===== config.mk =====
export PLATFORM = sky130hd
export DESIGN_NAME = sliding_window_quality_trim_top
export DESIGN_NICKNAME = d
export VERILOG_FILES = /design/src/rtl/swqt_pkg.sv /design/src/rtl/swqt_window_line.sv /design/src/rtl/swqt_out_buf.sv /design/src/rtl/swqt_core.sv /design/src/rtl/sliding_window_quality_trim_top.sv
export SDC_FILE = /design/constraint.sdc
export NUM_CORES = 1
export LEC_CHECK = 0
export BUFFER_PORTS_ARGS = -buffer_cell sky130_fd_sc_hd__buf_4
export CAP_MARGIN = 10
export CORE_MARGIN = 2
export CORE_UTILIZATION = 33
export DETAILED_ROUTE_END_ITERATION = 10
export MAX_ROUTING_LAYER = met4
export PLACE_DENSITY = 0.55
export SYNTH_ARGS = -nofsm -noshare
export SYNTH_HDL_FRONTEND = slang
export SYNTH_HIERARCHICAL = 1
export SYNTH_SLANG_ARGS = --single-unit
export TNS_END_PERCENT = 10

===== constraint.sdc =====
create_clock -name clk -period 14.7 [get_ports clk]
set_clock_uncertainty 0.1 [all_clocks]
set_input_delay 3.675 -clock clk [delete_from_list [all_inputs] [get_ports clk]]
set_output_delay 3.675 -clock clk [all_outputs]
set_load 0.02 [all_outputs]

===== src/rtl/swqt_pkg.sv =====
// ----------------------------------------------------------------------------
// swqt_pkg
// Shared types and constants for the sliding-window quality trimmer.
// ----------------------------------------------------------------------------
package swqt_pkg;

  localparam int MAX_WINDOW      = 64;
  localparam int MAX_READ_LENGTH = 65535;

  localparam int CHAR_W   = 8;
  localparam int QUAL_W   = 7;
  localparam int WIDTH_W  = 7;
  localparam int THR_W    = 11;
  localparam int SUM_W    = 13;
  localparam int POS_W    = 16;
  localparam int LINE_AW  = $clog2(MAX_WINDOW);
  localparam int LIMIT_W  = THR_W + WIDTH_W;
  localparam int CFG_DATA_W = 11;

  localparam logic [CHAR_W-1:0]  PHRED_OFFSET = 8'd33;
  localparam logic [QUAL_W-1:0]  QUAL_MAX     = 7'd127;
  localparam logic [WIDTH_W-1:0] WIDTH_RESET  = 7'd4;
  localparam logic [THR_W-1:0]   THR_RESET    = 11'd320;
  localparam logic [WIDTH_W-1:0] WIDTH_LIMIT  = WIDTH_W'(MAX_WINDOW);
  localparam logic [POS_W-1:0]   POS_LIMIT    = POS_W'(MAX_READ_LENGTH);

  typedef enum logic {
    CFG_WINDOW_WIDTH      = 1'b0,
    CFG_QUALITY_THRESHOLD = 1'b1
  } cfg_index_t;

  typedef struct packed {
    logic [CHAR_W-1:0] quality_char;
    logic              last_of_read;
  } in_item_t;

  typedef struct packed {
    logic             keep_read;
    logic [POS_W-1:0] keep_length;
  } out_item_t;

  // Control from the trimming core to the window delay line.
  typedef struct packed {
    logic               wr_en;
    logic [LINE_AW-1:0] wr_addr;
    logic [QUAL_W-1:0]  wr_data;
    logic [LINE_AW-1:0] rd_addr;
  } line_ctl_t;

endpackage


===== src/rtl/swqt_window_line.sv =====
// ----------------------------------------------------------------------------
// swqt_window_line
// Window delay line memory with a registered, prefetched read port.
// ----------------------------------------------------------------------------
module swqt_window_line
  import swqt_pkg::*;
(
  input  logic              clk,
  input  line_ctl_t         ctl,
  output logic [QUAL_W-1:0] rd_data
);

  logic [QUAL_W-1:0] mem [MAX_WINDOW];

  always_ff @(posedge clk) begin
    if (ctl.wr_en) begin
      mem[ctl.wr_addr] <= ctl.wr_data;
    end
  end

  // The read address is the pointer the next item will use, so the oldest
  // window entry is already registered when that item arrives. A write to that
  // same entry is forwarded.
  always_ff @(posedge clk) begin
    if (ctl.wr_en && (ctl.wr_addr == ctl.rd_addr)) begin
      rd_data <= ctl.wr_data;
    end else begin
      rd_data <= mem[ctl.rd_addr];
    end
  end

endmodule


===== src/rtl/swqt_out_buf.sv =====
// ----------------------------------------------------------------------------
// swqt_out_buf
// Output register with a skid stage for result words.
// ----------------------------------------------------------------------------
module swqt_out_buf
  import swqt_pkg::*;
(
  input  logic      clk,
  input  logic      rst,
  input  logic      push,
  input  out_item_t push_data,
  output logic      can_accept,
  output logic      out_valid,
  input  logic      out_ready,
  output out_item_t out_data
);

  logic      skid_valid;
  out_item_t skid_data;
  logic      load_out;

  assign can_accept = !skid_valid;
  assign load_out   = !out_valid || out_ready;

  always_ff @(posedge clk) begin
    if (rst) begin
      out_valid  <= 1'b0;
      skid_valid <= 1'b0;
    end else if (load_out) begin
      out_valid  <= skid_valid || push;
      skid_valid <= skid_valid && push;
    end else if (push) begin
      skid_valid <= 1'b1;
    end
  end

  always_ff @(posedge clk) begin
    if (load_out) begin
      if (skid_valid) begin
        out_data  <= skid_data;
        skid_data <= push_data;
      end else begin
        out_data <= push_data;
      end
    end else if (push) begin
      skid_data <= push_data;
    end
  end

endmodule


===== src/rtl/swqt_core.sv =====
// ----------------------------------------------------------------------------
// swqt_core
// Per-read trimming state: window sum, position, cut and trailing-base tracking.
// ----------------------------------------------------------------------------
module swqt_core
  import swqt_pkg::*;
(
  input  logic                  clk,
  input  logic                  rst,
  input  logic                  cfg_wr,
  input  logic                  cfg_index,
  input  logic [CFG_DATA_W-1:0] cfg_data,
  input  logic                  in_fire,
  input  in_item_t              in_item,
  input  logic [QUAL_W-1:0]     line_rd_data,
  output line_ctl_t             line_ctl,
  output logic                  res_valid,
  output out_item_t             res_data
);

  logic [WIDTH_W-1:0] cfg_width;
  logic [THR_W-1:0]   cfg_thr;

  logic [WIDTH_W-1:0] eff_width, eff_width_next;
  logic [THR_W-1:0]   eff_thr, eff_thr_next;
  logic [SUM_W-1:0]   window_sum, window_sum_next;
  logic [POS_W-1:0]   base_position, base_position_next;
  logic               cut_found, cut_found_next;
  logic [POS_W-1:0]   last_good_end, last_good_end_next;
  logic               read_failed, read_failed_next;
  logic [LINE_AW-1:0] line_ptr, line_ptr_next;

  logic [QUAL_W-1:0]  q;
  logic [CHAR_W-1:0]  q_raw;
  logic [WIDTH_W-1:0] width_sat, cur_w;
  logic [THR_W-1:0]   cur_thr;
  logic [LIMIT_W-1:0] limit;
  logic               first, active, filling, sliding, fails, good;
  logic [POS_W-1:0]   pos_inc;
  logic [WIDTH_W-1:0] ptr_inc;
  logic [LINE_AW-1:0] ptr_adv;
  logic [SUM_W-1:0]   sum_new;
  logic               cut_new, failed_new;
  logic [POS_W-1:0]   pos_new;

  always_ff @(posedge clk) begin
    if (rst) begin
      cfg_width <= WIDTH_RESET;
      cfg_thr   <= THR_RESET;
    end else if (cfg_wr) begin
      case (cfg_index)
        CFG_WINDOW_WIDTH:      cfg_width <= cfg_data[WIDTH_W-1:0];
        CFG_QUALITY_THRESHOLD: cfg_thr   <= cfg_data[THR_W-1:0];
        default: ;
      endcase
    end
  end

  always_comb begin
    q_raw = (in_item.quality_char < PHRED_OFFSET) ? '0 : in_item.quality_char - PHRED_OFFSET;
    q     = (q_raw > CHAR_W'(QUAL_MAX)) ? QUAL_MAX : q_raw[QUAL_W-1:0];

    if (cfg_width == '0) begin
      width_sat = WIDTH_W'(1);
    end else if (cfg_width > WIDTH_LIMIT) begin
      width_sat = WIDTH_LIMIT;
    end else begin
      width_sat = cfg_width;
    end

    first   = (base_position == '0);
    active  = (base_position != POS_LIMIT);
    cur_w   = first ? width_sat : eff_width;
    cur_thr = first ? cfg_thr : eff_thr;
    limit   = LIMIT_W'(cur_thr) * LIMIT_W'(cur_w);

    filling = base_position < POS_W'(cur_w);
    sliding = !filling && !read_failed && !cut_found;
    pos_inc = base_position + POS_W'(1);

    ptr_inc = WIDTH_W'(line_ptr) + WIDTH_W'(1);
    ptr_adv = (ptr_inc >= cur_w) ? '0 : ptr_inc[LINE_AW-1:0];

    if (filling) begin
      sum_new = window_sum + SUM_W'(q);
    end else begin
      sum_new = window_sum - SUM_W'(line_rd_data) + SUM_W'(q);
    end
    fails = LIMIT_W'({sum_new, 4'b0000}) < limit;
    good  = {q, 4'b0000} >= cur_thr;

    cut_new    = cut_found || (active && sliding && fails);
    failed_new = read_failed || (active && filling && (pos_inc == POS_W'(cur_w)) && fails);
    pos_new    = active ? pos_inc : base_position;

    eff_width_next     = eff_width;
    eff_thr_next       = eff_thr;
    window_sum_next    = window_sum;
    base_position_next = base_position;
    cut_found_next     = cut_found;
    last_good_end_next = last_good_end;
    read_failed_next   = read_failed;
    line_ptr_next      = line_ptr;

    line_ctl.wr_en   = 1'b0;
    line_ctl.wr_addr = line_ptr;
    line_ctl.wr_data = q;

    res_valid            = 1'b0;
    res_data.keep_read   = 1'b0;
    res_data.keep_length = '0;

    if (in_fire) begin
      if (active) begin
        if (first) begin
          eff_width_next = width_sat;
          eff_thr_next   = cfg_thr;
        end
        if (filling || sliding) begin
          window_sum_next = sum_new;
          line_ctl.wr_en  = 1'b1;
          line_ptr_next   = ptr_adv;
        end
        if (!cut_new && good) begin
          last_good_end_next = pos_inc;
        end
        cut_found_next     = cut_new;
        read_failed_next   = failed_new;
        base_position_next = pos_new;
      end
      if (in_item.last_of_read) begin
        res_valid = 1'b1;
        if (!(pos_new < POS_W'(cur_w)) && !failed_new) begin
          res_data.keep_read   = 1'b1;
          res_data.keep_length = last_good_end_next;
        end
        window_sum_next    = '0;
        base_position_next = '0;
        cut_found_next     = 1'b0;
        last_good_end_next = POS_W'(1);
        read_failed_next   = 1'b0;
        line_ptr_next      = '0;
      end
    end

    line_ctl.rd_addr = line_ptr_next;
  end

  always_ff @(posedge clk) begin
    if (rst) begin
      eff_width     <= WIDTH_RESET;
      eff_thr       <= THR_RESET;
      window_sum    <= '0;
      base_position <= '0;
      cut_found     <= 1'b0;
      last_good_end <= POS_W'(1);
      read_failed   <= 1'b0;
      line_ptr      <= '0;
    end else begin
      eff_width     <= eff_width_next;
      eff_thr       <= eff_thr_next;
      window_sum    <= window_sum_next;
      base_position <= base_position_next;
      cut_found     <= cut_found_next;
      last_good_end <= last_good_end_next;
      read_failed   <= read_failed_next;
      line_ptr      <= line_ptr_next;
    end
  end

endmodule


===== src/rtl/sliding_window_quality_trim_top.sv =====
// ----------------------------------------------------------------------------
// sliding_window_quality_trim_top
// Streaming sliding-window Phred quality trimmer, one quality character a word.
// ----------------------------------------------------------------------------
//
// Channel | Handshake             | Word
// --------+-----------------------+------------------------------------------
// in      | in_valid / in_ready   | in_data: quality_char, last_of_read
// out     | out_valid / out_ready | out_data: keep_read, keep_length
// cfg     | cfg_valid / cfg_ready | cfg_index, cfg_data (width, threshold)
//
// The block accepts one quality character every cycle while the skid stage
// is empty, and folds each into the window sum in the cycle it is accepted; the
// result word of a read is registered on the cycle its last character is taken.
// The oldest window entry comes from a 64-entry delay line whose read port is
// prefetched, so the window update does not wait for the read.
// Reset is synchronous and active high; it restores the register defaults
// (width 4, threshold 320) and clears all per-read state.
// A result waits in the output register and a one-word skid stage; input
// stalls only while both hold a word.
// ----------------------------------------------------------------------------
module sliding_window_quality_trim_top
  import swqt_pkg::*;
(
  input  logic                  clk,
  input  logic                  rst,
  input  logic                  in_valid,
  output logic                  in_ready,
  input  in_item_t              in_data,
  output logic                  out_valid,
  input  logic                  out_ready,
  output out_item_t             out_data,
  input  logic                  cfg_valid,
  output logic                  cfg_ready,
  input  logic                  cfg_index,
  input  logic [CFG_DATA_W-1:0] cfg_data
);

  logic              in_fire;
  logic              res_valid;
  out_item_t         res_data;
  line_ctl_t         line_ctl;
  logic [QUAL_W-1:0] line_rd_data;

  // Registers are plain flops, so a configuration write is always taken.
  assign cfg_ready = 1'b1;
  assign in_fire   = in_valid && in_ready;

  swqt_core u_core (
    .clk          (clk),
    .rst          (rst),
    .cfg_wr       (cfg_valid),
    .cfg_index    (cfg_index),
    .cfg_data     (cfg_data),
    .in_fire      (in_fire),
    .in_item      (in_data),
    .line_rd_data (line_rd_data),
    .line_ctl     (line_ctl),
    .res_valid    (res_valid),
    .res_data     (res_data)
  );

  swqt_window_line u_line (
    .clk     (clk),
    .ctl     (line_ctl),
    .rd_data (line_rd_data)
  );

  swqt_out_buf u_out (
    .clk        (clk),
    .rst        (rst),
    .push       (res_valid),
    .push_data  (res_data),
    .can_accept (in_ready),
    .out_valid  (out_valid),
    .out_ready  (out_ready),
    .out_data   (out_data)
  );

endmodule


==> impl_metrics.toml, run 1 <==
[run_status]
outcome = "finished, final reports clean"

[worst_hold_path]
hold_path.class = "reg2reg"

[grt]
grt_pass1_vias = 17000
grt_pass1_wl_mm = 103
track_usage_pct = 15.8
grt-ovfl-total = 0
antenna_found_initial = 1
grt_max_degree = 80

[power]
fin_total_pwr_w = 0.00395
p_leak_nw = 11.0
p_per_area_nw_per_um2 = 125
irDropWorstVdd_mv = 0.0934

[finish]
post-route-cell-area_um2 = 31600
fillCellCount = 7919
synthToLayoutAreaGrowth_pct = 12.9
drive_above_1_share_pct = 17.3
num-nets-final = 2216
final-instance-count-excl-fill = 3217

[sta]
hold_slack_ps = 360
period_share_pct = 71.9
setup_viol = 0
tns_ps = 0
slew_violations = 0
rsz0062_at_grt = "no"
relSlewSlack_pct = 20.4
worstMarginPinSlew_ps = 1190
fin_crit_ps = 10570
hold_viol_final = 0
max_freq_mhz = 94.6

[die]
initial_utilization_pct = 33.4
dieArea_um2 = 87300
fp-row-count = 106
ios = 46
dieHeight_um = 295
die_w_um = 295
core_area_um2 = 83800

[critical_path]
start_kind = "input port"
cp-end-kind = "flip-flop"
cp.arrival_ps = 10990
path_class = "in2reg"
worstPathRequired_ps = 15130
crit_fanout = 68

[cts]
cts_tree = "yes"
clk_pin_slew_worst_paths_ps = 60
clock_path_buffers = 3
cts_made_buffers = 57
postCtsSetupBuffers = 0
clock_latency_ps = 650
cts_root_buf = "clkbuf_16"
cts_hold_buf = 0
cts_resized = 0
cts.sinks = 579
htreeDepth = 2

[logic_synthesis]
synth_cells = 1995
seq_area_frac_synth_pct = 58.6
synthesis.area_um2 = 28000
yosys_warnings = 6
ys_seq_elements = 579
synth-main-ff-cell = "edfxtp_1"
async_flop_share_pct = 0
synth_edf_count = 482
synth_cell_types = 78
synth_fp_nets = 2177
syn_avg_cell_area_um2 = 14.1

[drt]
drtIter0Drc = 1289
routed_via_density = 5.16
route.detailed.drc = 0
wire_per_inst_um = 20.6
vias = 16600
drt_wl_total_mm = 66.2
drt_pre_antenna_iters = 5
postRouteAntennaNets = 0

[place]
placedCellCount = 3109
io_buffers = 44
place_hpwl_mm = 43.2
placed_area_um2 = 29600
gp_congestion = 0.833

[run]
maxCapViolations = 0
## sequential cells by signal, summed over array words and instances, names as in the netlist, 6 cells and up, named ones only
signal / cells
u_core/cfg_width: 7
u_core/eff_thr: 11
u_core/base_position: 16
u_core/last_good_end: 16
u_out/out_data: 17
u_line/mem: 448
u_core/cfg_thr: 11
u_core/line_ptr: 6
u_core/eff_width: 7
u_out/skid_data: 17
u_core/window_sum: 13
## power breakdown
part | switching (W) | internal, W
sequential | 0.0000232 | 0.00182
combinational | 0.000347 | 0.000231
clock | 0.000638 | 0.000891
total | 0.00101 | 0.00294
## synthesized netlist by cell type (6+ instances only)
cell	count	area, µm²
mux2_4	17	255
nand4_1	12	75.1
xor2_1	28	245
nand2_1	75	282
a211o_1	6	52.6
nand3b_1	12	90.1
a211oi_1	25	188
nor2_1	222	833
a21oi_1	101	505
clkbuf_1	55	206
or3_1	8	50.1
o221ai_1	9	78.8
a22oi_1	25	188
mux2i_1	41	410
nor2b_1	13	81.3
mux4_2	112	2520
nor3_1	27	135
fa_1	52	1040
dfxtp_1	97	1940
o31ai_1	9	67.6
inv_1	103	387
nand2b_1	13	81.3
and2_1	7	43.8
o22ai_1	16	100
nor3b_1	8	60.1
a21o_1	13	97.6
buf_2	27	135
and3_1	11	68.8
edfxtp_1	482	14500
buf_6	10	113
o21ai_0	29	145
mux2_2	6	67.6
a311oi_1	17	149
or2_2	27	169
buf_4	7	52.6
ha_1	104	1300
o21ai_1	7	35.0
xnor2_1	37	324
o2bb2ai_1	15	131
nand3_1	35	175
## cells in the final DEF, fill, tap and decap left out, types with 9 or more instances in the layout
cell         n
nor2b_1     13
o22ai_1     16
mux2_4      17
clkbuf_1    10
a211oi_1    25
or2_2       27
mux2i_1     41
dfxtp_1     94
o31ai_1      9
nand3_1     35
nand3b_1    12
clkbuf_16   58
nand2b_1    13
o21ai_0     28
a21o_1      13
mux4_2     112
a311oi_1    17
nor3_1      27
xnor2_1     37
fa_1        52
o2bb2ai_1   15
xor2_1      28
edfxtp_1   482
and3_1      11
a22oi_1     25
ha_1       104
o221ai_1     9
nand4_1     12
a21oi_1     94
nor2_1     222
buf_4       82
inv_1      103
nand2_1     75
clkinv_2    12
## critical path: stages
cell       delay [ps]
buf_4             130
or3_1             400
or3_1             360
a21oi_1           190
xnor2_1            80
buf_4             200
a21oi_4           150
buf_4             540
fa_1              580
fa_1              500
a211oi_1          380
o21ai_0           210
nand3_1           140
a31oi_1           100
and3_1            190
a311oi_1          470
xnor2_1           140
ha_1              320
o21ai_0            70
a21oi_1           210
nor4_1             90
a21oi_1           380
a311o_1           250
buf_4             340
nand4b_1          540
o2bb2ai_1         320
## final timing paths
path | start | cells after the start | slack (ps) | to
max | in_data[1] | 26 | 4130 | u_core/last_good_end[3]
max reg2reg | u_core/base_position[0] | 32 | 4900 | u_core/last_good_end[3]
min | u_core/cfg_thr[7] | 2 | 360 | u_core/cfg_thr[7]
min reg2reg | u_core/cfg_thr[7] | 2 | 360 | u_core/cfg_thr[7]
## cells by family after synthesis
kind of cell / count (synthesis) / share of synthesized area, %
xor+xnor: 65 / 2.03
simple gates: 496 / 8.50
buf+inv: 205 / 3.27
fa+ha+maj: 156 / 8.36
compound gates: 316 / 7.58
flops: 579 / 58.6
other cells: 1 / 0.0134
mux: 177 / 11.7
## through the flow
stage | util, % | setup slack, ps
floorplan | - | 3240
global placement | 35.4 | 3890
detailed placement | 35.4 | 3550
CTS | 37.7 | 4200
global route | 37.7 | 3420
finish | 37.7 | 4130
## layout make-up
type	count	area [µm²]	share of cell area, %
antenna	1	2.50	0.00791
clock buffer	72	1540	4.88
clock inverter	35	452	1.43
inverter	103	387	1.22
multi-input combinational	1211	10800	34.1
sequential	579	16400	51.9
tap	1134	1420	4.48
timing repair buffer	82	616	1.95
## per-layer routing
| metal | track usage [%] | share of wire (%) | vias up |
|---|---|---|---|
| met5 | - | 0 | - |
| met4 | 4.64 | 2.7 | 0 |
| met3 | 2.17 | 4.4 | 100 |
| met1 | 20.5 | 44 | 8528 |
| met2 | 25.7 | 49 | 346 |
| li1 | - | - | 7620 |
Power figures use the tool's default switching activity.
==> run 2, diff against run 1 <==
- ABC_AREA: default -> 1
- clock period: 14.7 -> 10.57 ns (I/O delays scaled with it)
==> run 2 against run 1 <==
  * Via count increased by 27%
  * Power grew 50%
  * Clock power rose by 47%
  * Final area rose by 4.0%
==> impl_metrics.toml, run 2 <==
[logic_synthesis]
synth_top_family_by_area = "simple AND/OR/NAND/NOR gates"
synth_fp_nets = 3261
ys_seq_elements = 579
yosys_warnings = 6
seq_area_frac_synth_pct = 55.9
synth-xor-area-share_pct = 1.31
syn_avg_cell_area_um2 = 9.54
synth_compound_area_share_pct = 4.50
synth_cells = 3079
synth-main-ff-cell = "edfxtp_1"
yosysTopAreaCell = "edfxtp_1"
synthesis.area_um2 = 29400
synthTopCellsByArea = "edfxtp_1, nand2_1, nand3_1, dfxtp_1, ha_1"
async_flop_share_pct = 0
synthAdderAreaFrac_pct = 7.98
synth_top_area_share_pct = 49.3
synth-simple-area-share_pct = 24.3
synth_cell_types = 57
synth_edf_count = 482
synthTopCellsByCount = "nand2_1, edfxtp_1, nand3_1"
synth_most_common_cell = "nand2_1"
synthMuxAreaShare_pct = 0.0341

[critical_path]
cp-end-kind = "flip-flop"
worstPathRequired_ps = 10840
cp_num_buf_inv = 6
cp.arrival_ps = 8670
crit_top_cell = "nand2_1"
crit_fanout = 24
start_kind = "flip-flop"
r2r_slack_ps = 2180
cpPeakStageDelay_ps = 540
path_class = "reg2reg"
slowest_stage = "fa_1"
cp_top_family = "adder cells"

[grt]
grt-ovfl-total = 0
grt_pass1_vias = 20300
track_usage_pct = 17.1
antenna_found_initial = 1
grt_max_degree = 165
grt_pass1_wl_mm = 118

[die]
fp-row-count = 109
die_w_um = 302
ios = 46
initial_utilization_pct = 33.3
dieHeight_um = 302
dieArea_um2 = 91400
core_area_um2 = 88200

[worst_hold_path]
hold_path.class = "reg2reg"

[sta]
slew_violations = 0
period_share_pct = 79.4
max_freq_mhz = 119
tns_ps = 0
hold_viol_final = 0
fin_crit_ps = 8390
worstMarginPinSlew_ps = 1070
relSlewSlack_pct = 28.3
hold_slack_ps = 362
setup_viol = 0
rsz0062_at_grt = "no"

[cts]
cts.sinks = 579
cts_hold_buf = 0
cts_resized = 0
postCtsSetupBuffers = 0
cts_root_buf = "clkbuf_16"
cts_tree = "yes"
clock_path_buffers = 3
htreeDepth = 3
clock_latency_ps = 620
cts_made_buffers = 66
clk_pin_slew_worst_paths_ps = 60

[finish]
num-nets-final = 3267
fillCellCount = 8791
drive_above_1_share_pct = 8.03
final_cell_mix = "nand2_1, edfxtp_1, nand3_1"
top_regs = "u_line/mem (448), u_out/out_data (17), u_out/skid_data (17)"
top_register = "u_line/mem"
layout_commonest_cell = "nand2_1"
post-route-cell-area_um2 = 32900
largest_register_ffs = 448
synthToLayoutAreaGrowth_pct = 12.1
post-route-util_pct = 37.3

[drt]
drtIter0Drc = 1515
drt_pre_antenna_iters = 7
routed_via_density = 4.89
postRouteAntennaNets = 0
drt_wl_total_mm = 75.5
vias = 21000
wire_per_inst_um = 17.5
route.detailed.drc = 0

[power]
sequentialPowerShare_pct = 43.4
p_switching_w = 0.00173
p_per_area_nw_per_um2 = 180
internal_power_w = 0.00420
fin_total_pwr_w = 0.00593
p_leak_nw = 13.4
irDropWorstVdd_mv = 0.101
pwr-share-clk_pct = 38.0
p_sw_share_pct = 29.2
pwr-share-comb_pct = 18.6

[run]
maxCapViolations = 0

[place]
io_buffers = 44
gp_congestion = 0.813
placed_area_um2 = 30800
place_hpwl_mm = 47.0

[run_status]
outcome = "finished, final reports clean"
-- run 2: changes by cell type in the layout (fill, tap and decap cells not counted), sizes merged, moves of 25 or more --
cell | before | now
xnor2 | 37 | 10
nand3 | 35 | 451
o21ai | 37 | 88
nand2 | 75 | 955
nor2 | 222 | 173
a22oi | 25 | 0
mux2i | 42 | 1
inv | 104 | 259
nand4 | 12 | 37
mux4 | 112 | 0
-- run 2: area by class of cell --
cell class	count	area (µm²)	share of cell area (%)
sequential	579	16400	49.9
multi-input combinational	2101	11300	34.3
clock buffer	83	1790	5.43
tap	1165	1460	4.43
inverter	259	986	3.00
timing repair buffer	78	598	1.82
clock inverter	38	362	1.10
antenna	1	2.50	0.00761
-- run 2: cells by family (layout without fill, tap and decap cells) --
kind of cell | Yosys count | count (layout)
simple gates | 1654 | 1654
flops | 579 | 579
buf+inv | 399 | 458
compound gates | 245 | 245
fa+ha+maj | 156 | 156
xor+xnor | 44 | 44
other cells | 1 | 2
mux | 1 | 1
-- run 2: worst paths after layout --
kind,end,startpoint,depth (start not counted)
max,u_out/out_data[0],u_core/base_position[0],40
min reg2reg,u_core/last_good_end[10],u_core/last_good_end[10],2
max reg2reg,u_out/out_data[0],u_core/base_position[0],40
min,u_core/last_good_end[10],u_core/last_good_end[10],2
-- run 2: metal layers --
| metal | GRT usage [%] | up-vias | part of all wire, % |
|---|---|---|---|
| li1 | - | 10400 | - |
| met1 | 22.7 | 10100 | 46 |
| met2 | 27.0 | 430 | 48 |
| met3 | 2.54 | 119 | 4.7 |
| met4 | 5.04 | 0 | 2.2 |
| met5 | - | - | 0 |
-- run 2: metrics by stage --
stage / worst slack (ps) / instances
after floorplan: 649 / 3079
after global placement: 1760 / 4182
after detailed placement: 1670 / 4182
after CTS: 2140 / 4303
after global routing: 1390 / 4304
final: 2180 / 4304
-- run 2: worst min-delay path, cell delays in order, from the launching register on --
cell and delay (ps):
dfxtp_1 300, nand2_1 60, a21oi_1 50
-- run 2: power by group through the flow --
| stage | Sequential, W | Combinational (W) | Clock, W |
|---|---|---|---|
| floorplan | 0.00262 | 0.000824 | 0 |
| global placement | 0.00262 | 0.00110 | 0 |
| detailed placement | 0.00262 | 0.00111 | 0 |
| CTS | 0.00257 | 0.00112 | 0.00231 |
| global route | 0.00258 | 0.00127 | 0.00240 |
| finish | 0.00257 | 0.00110 | 0.00225 |
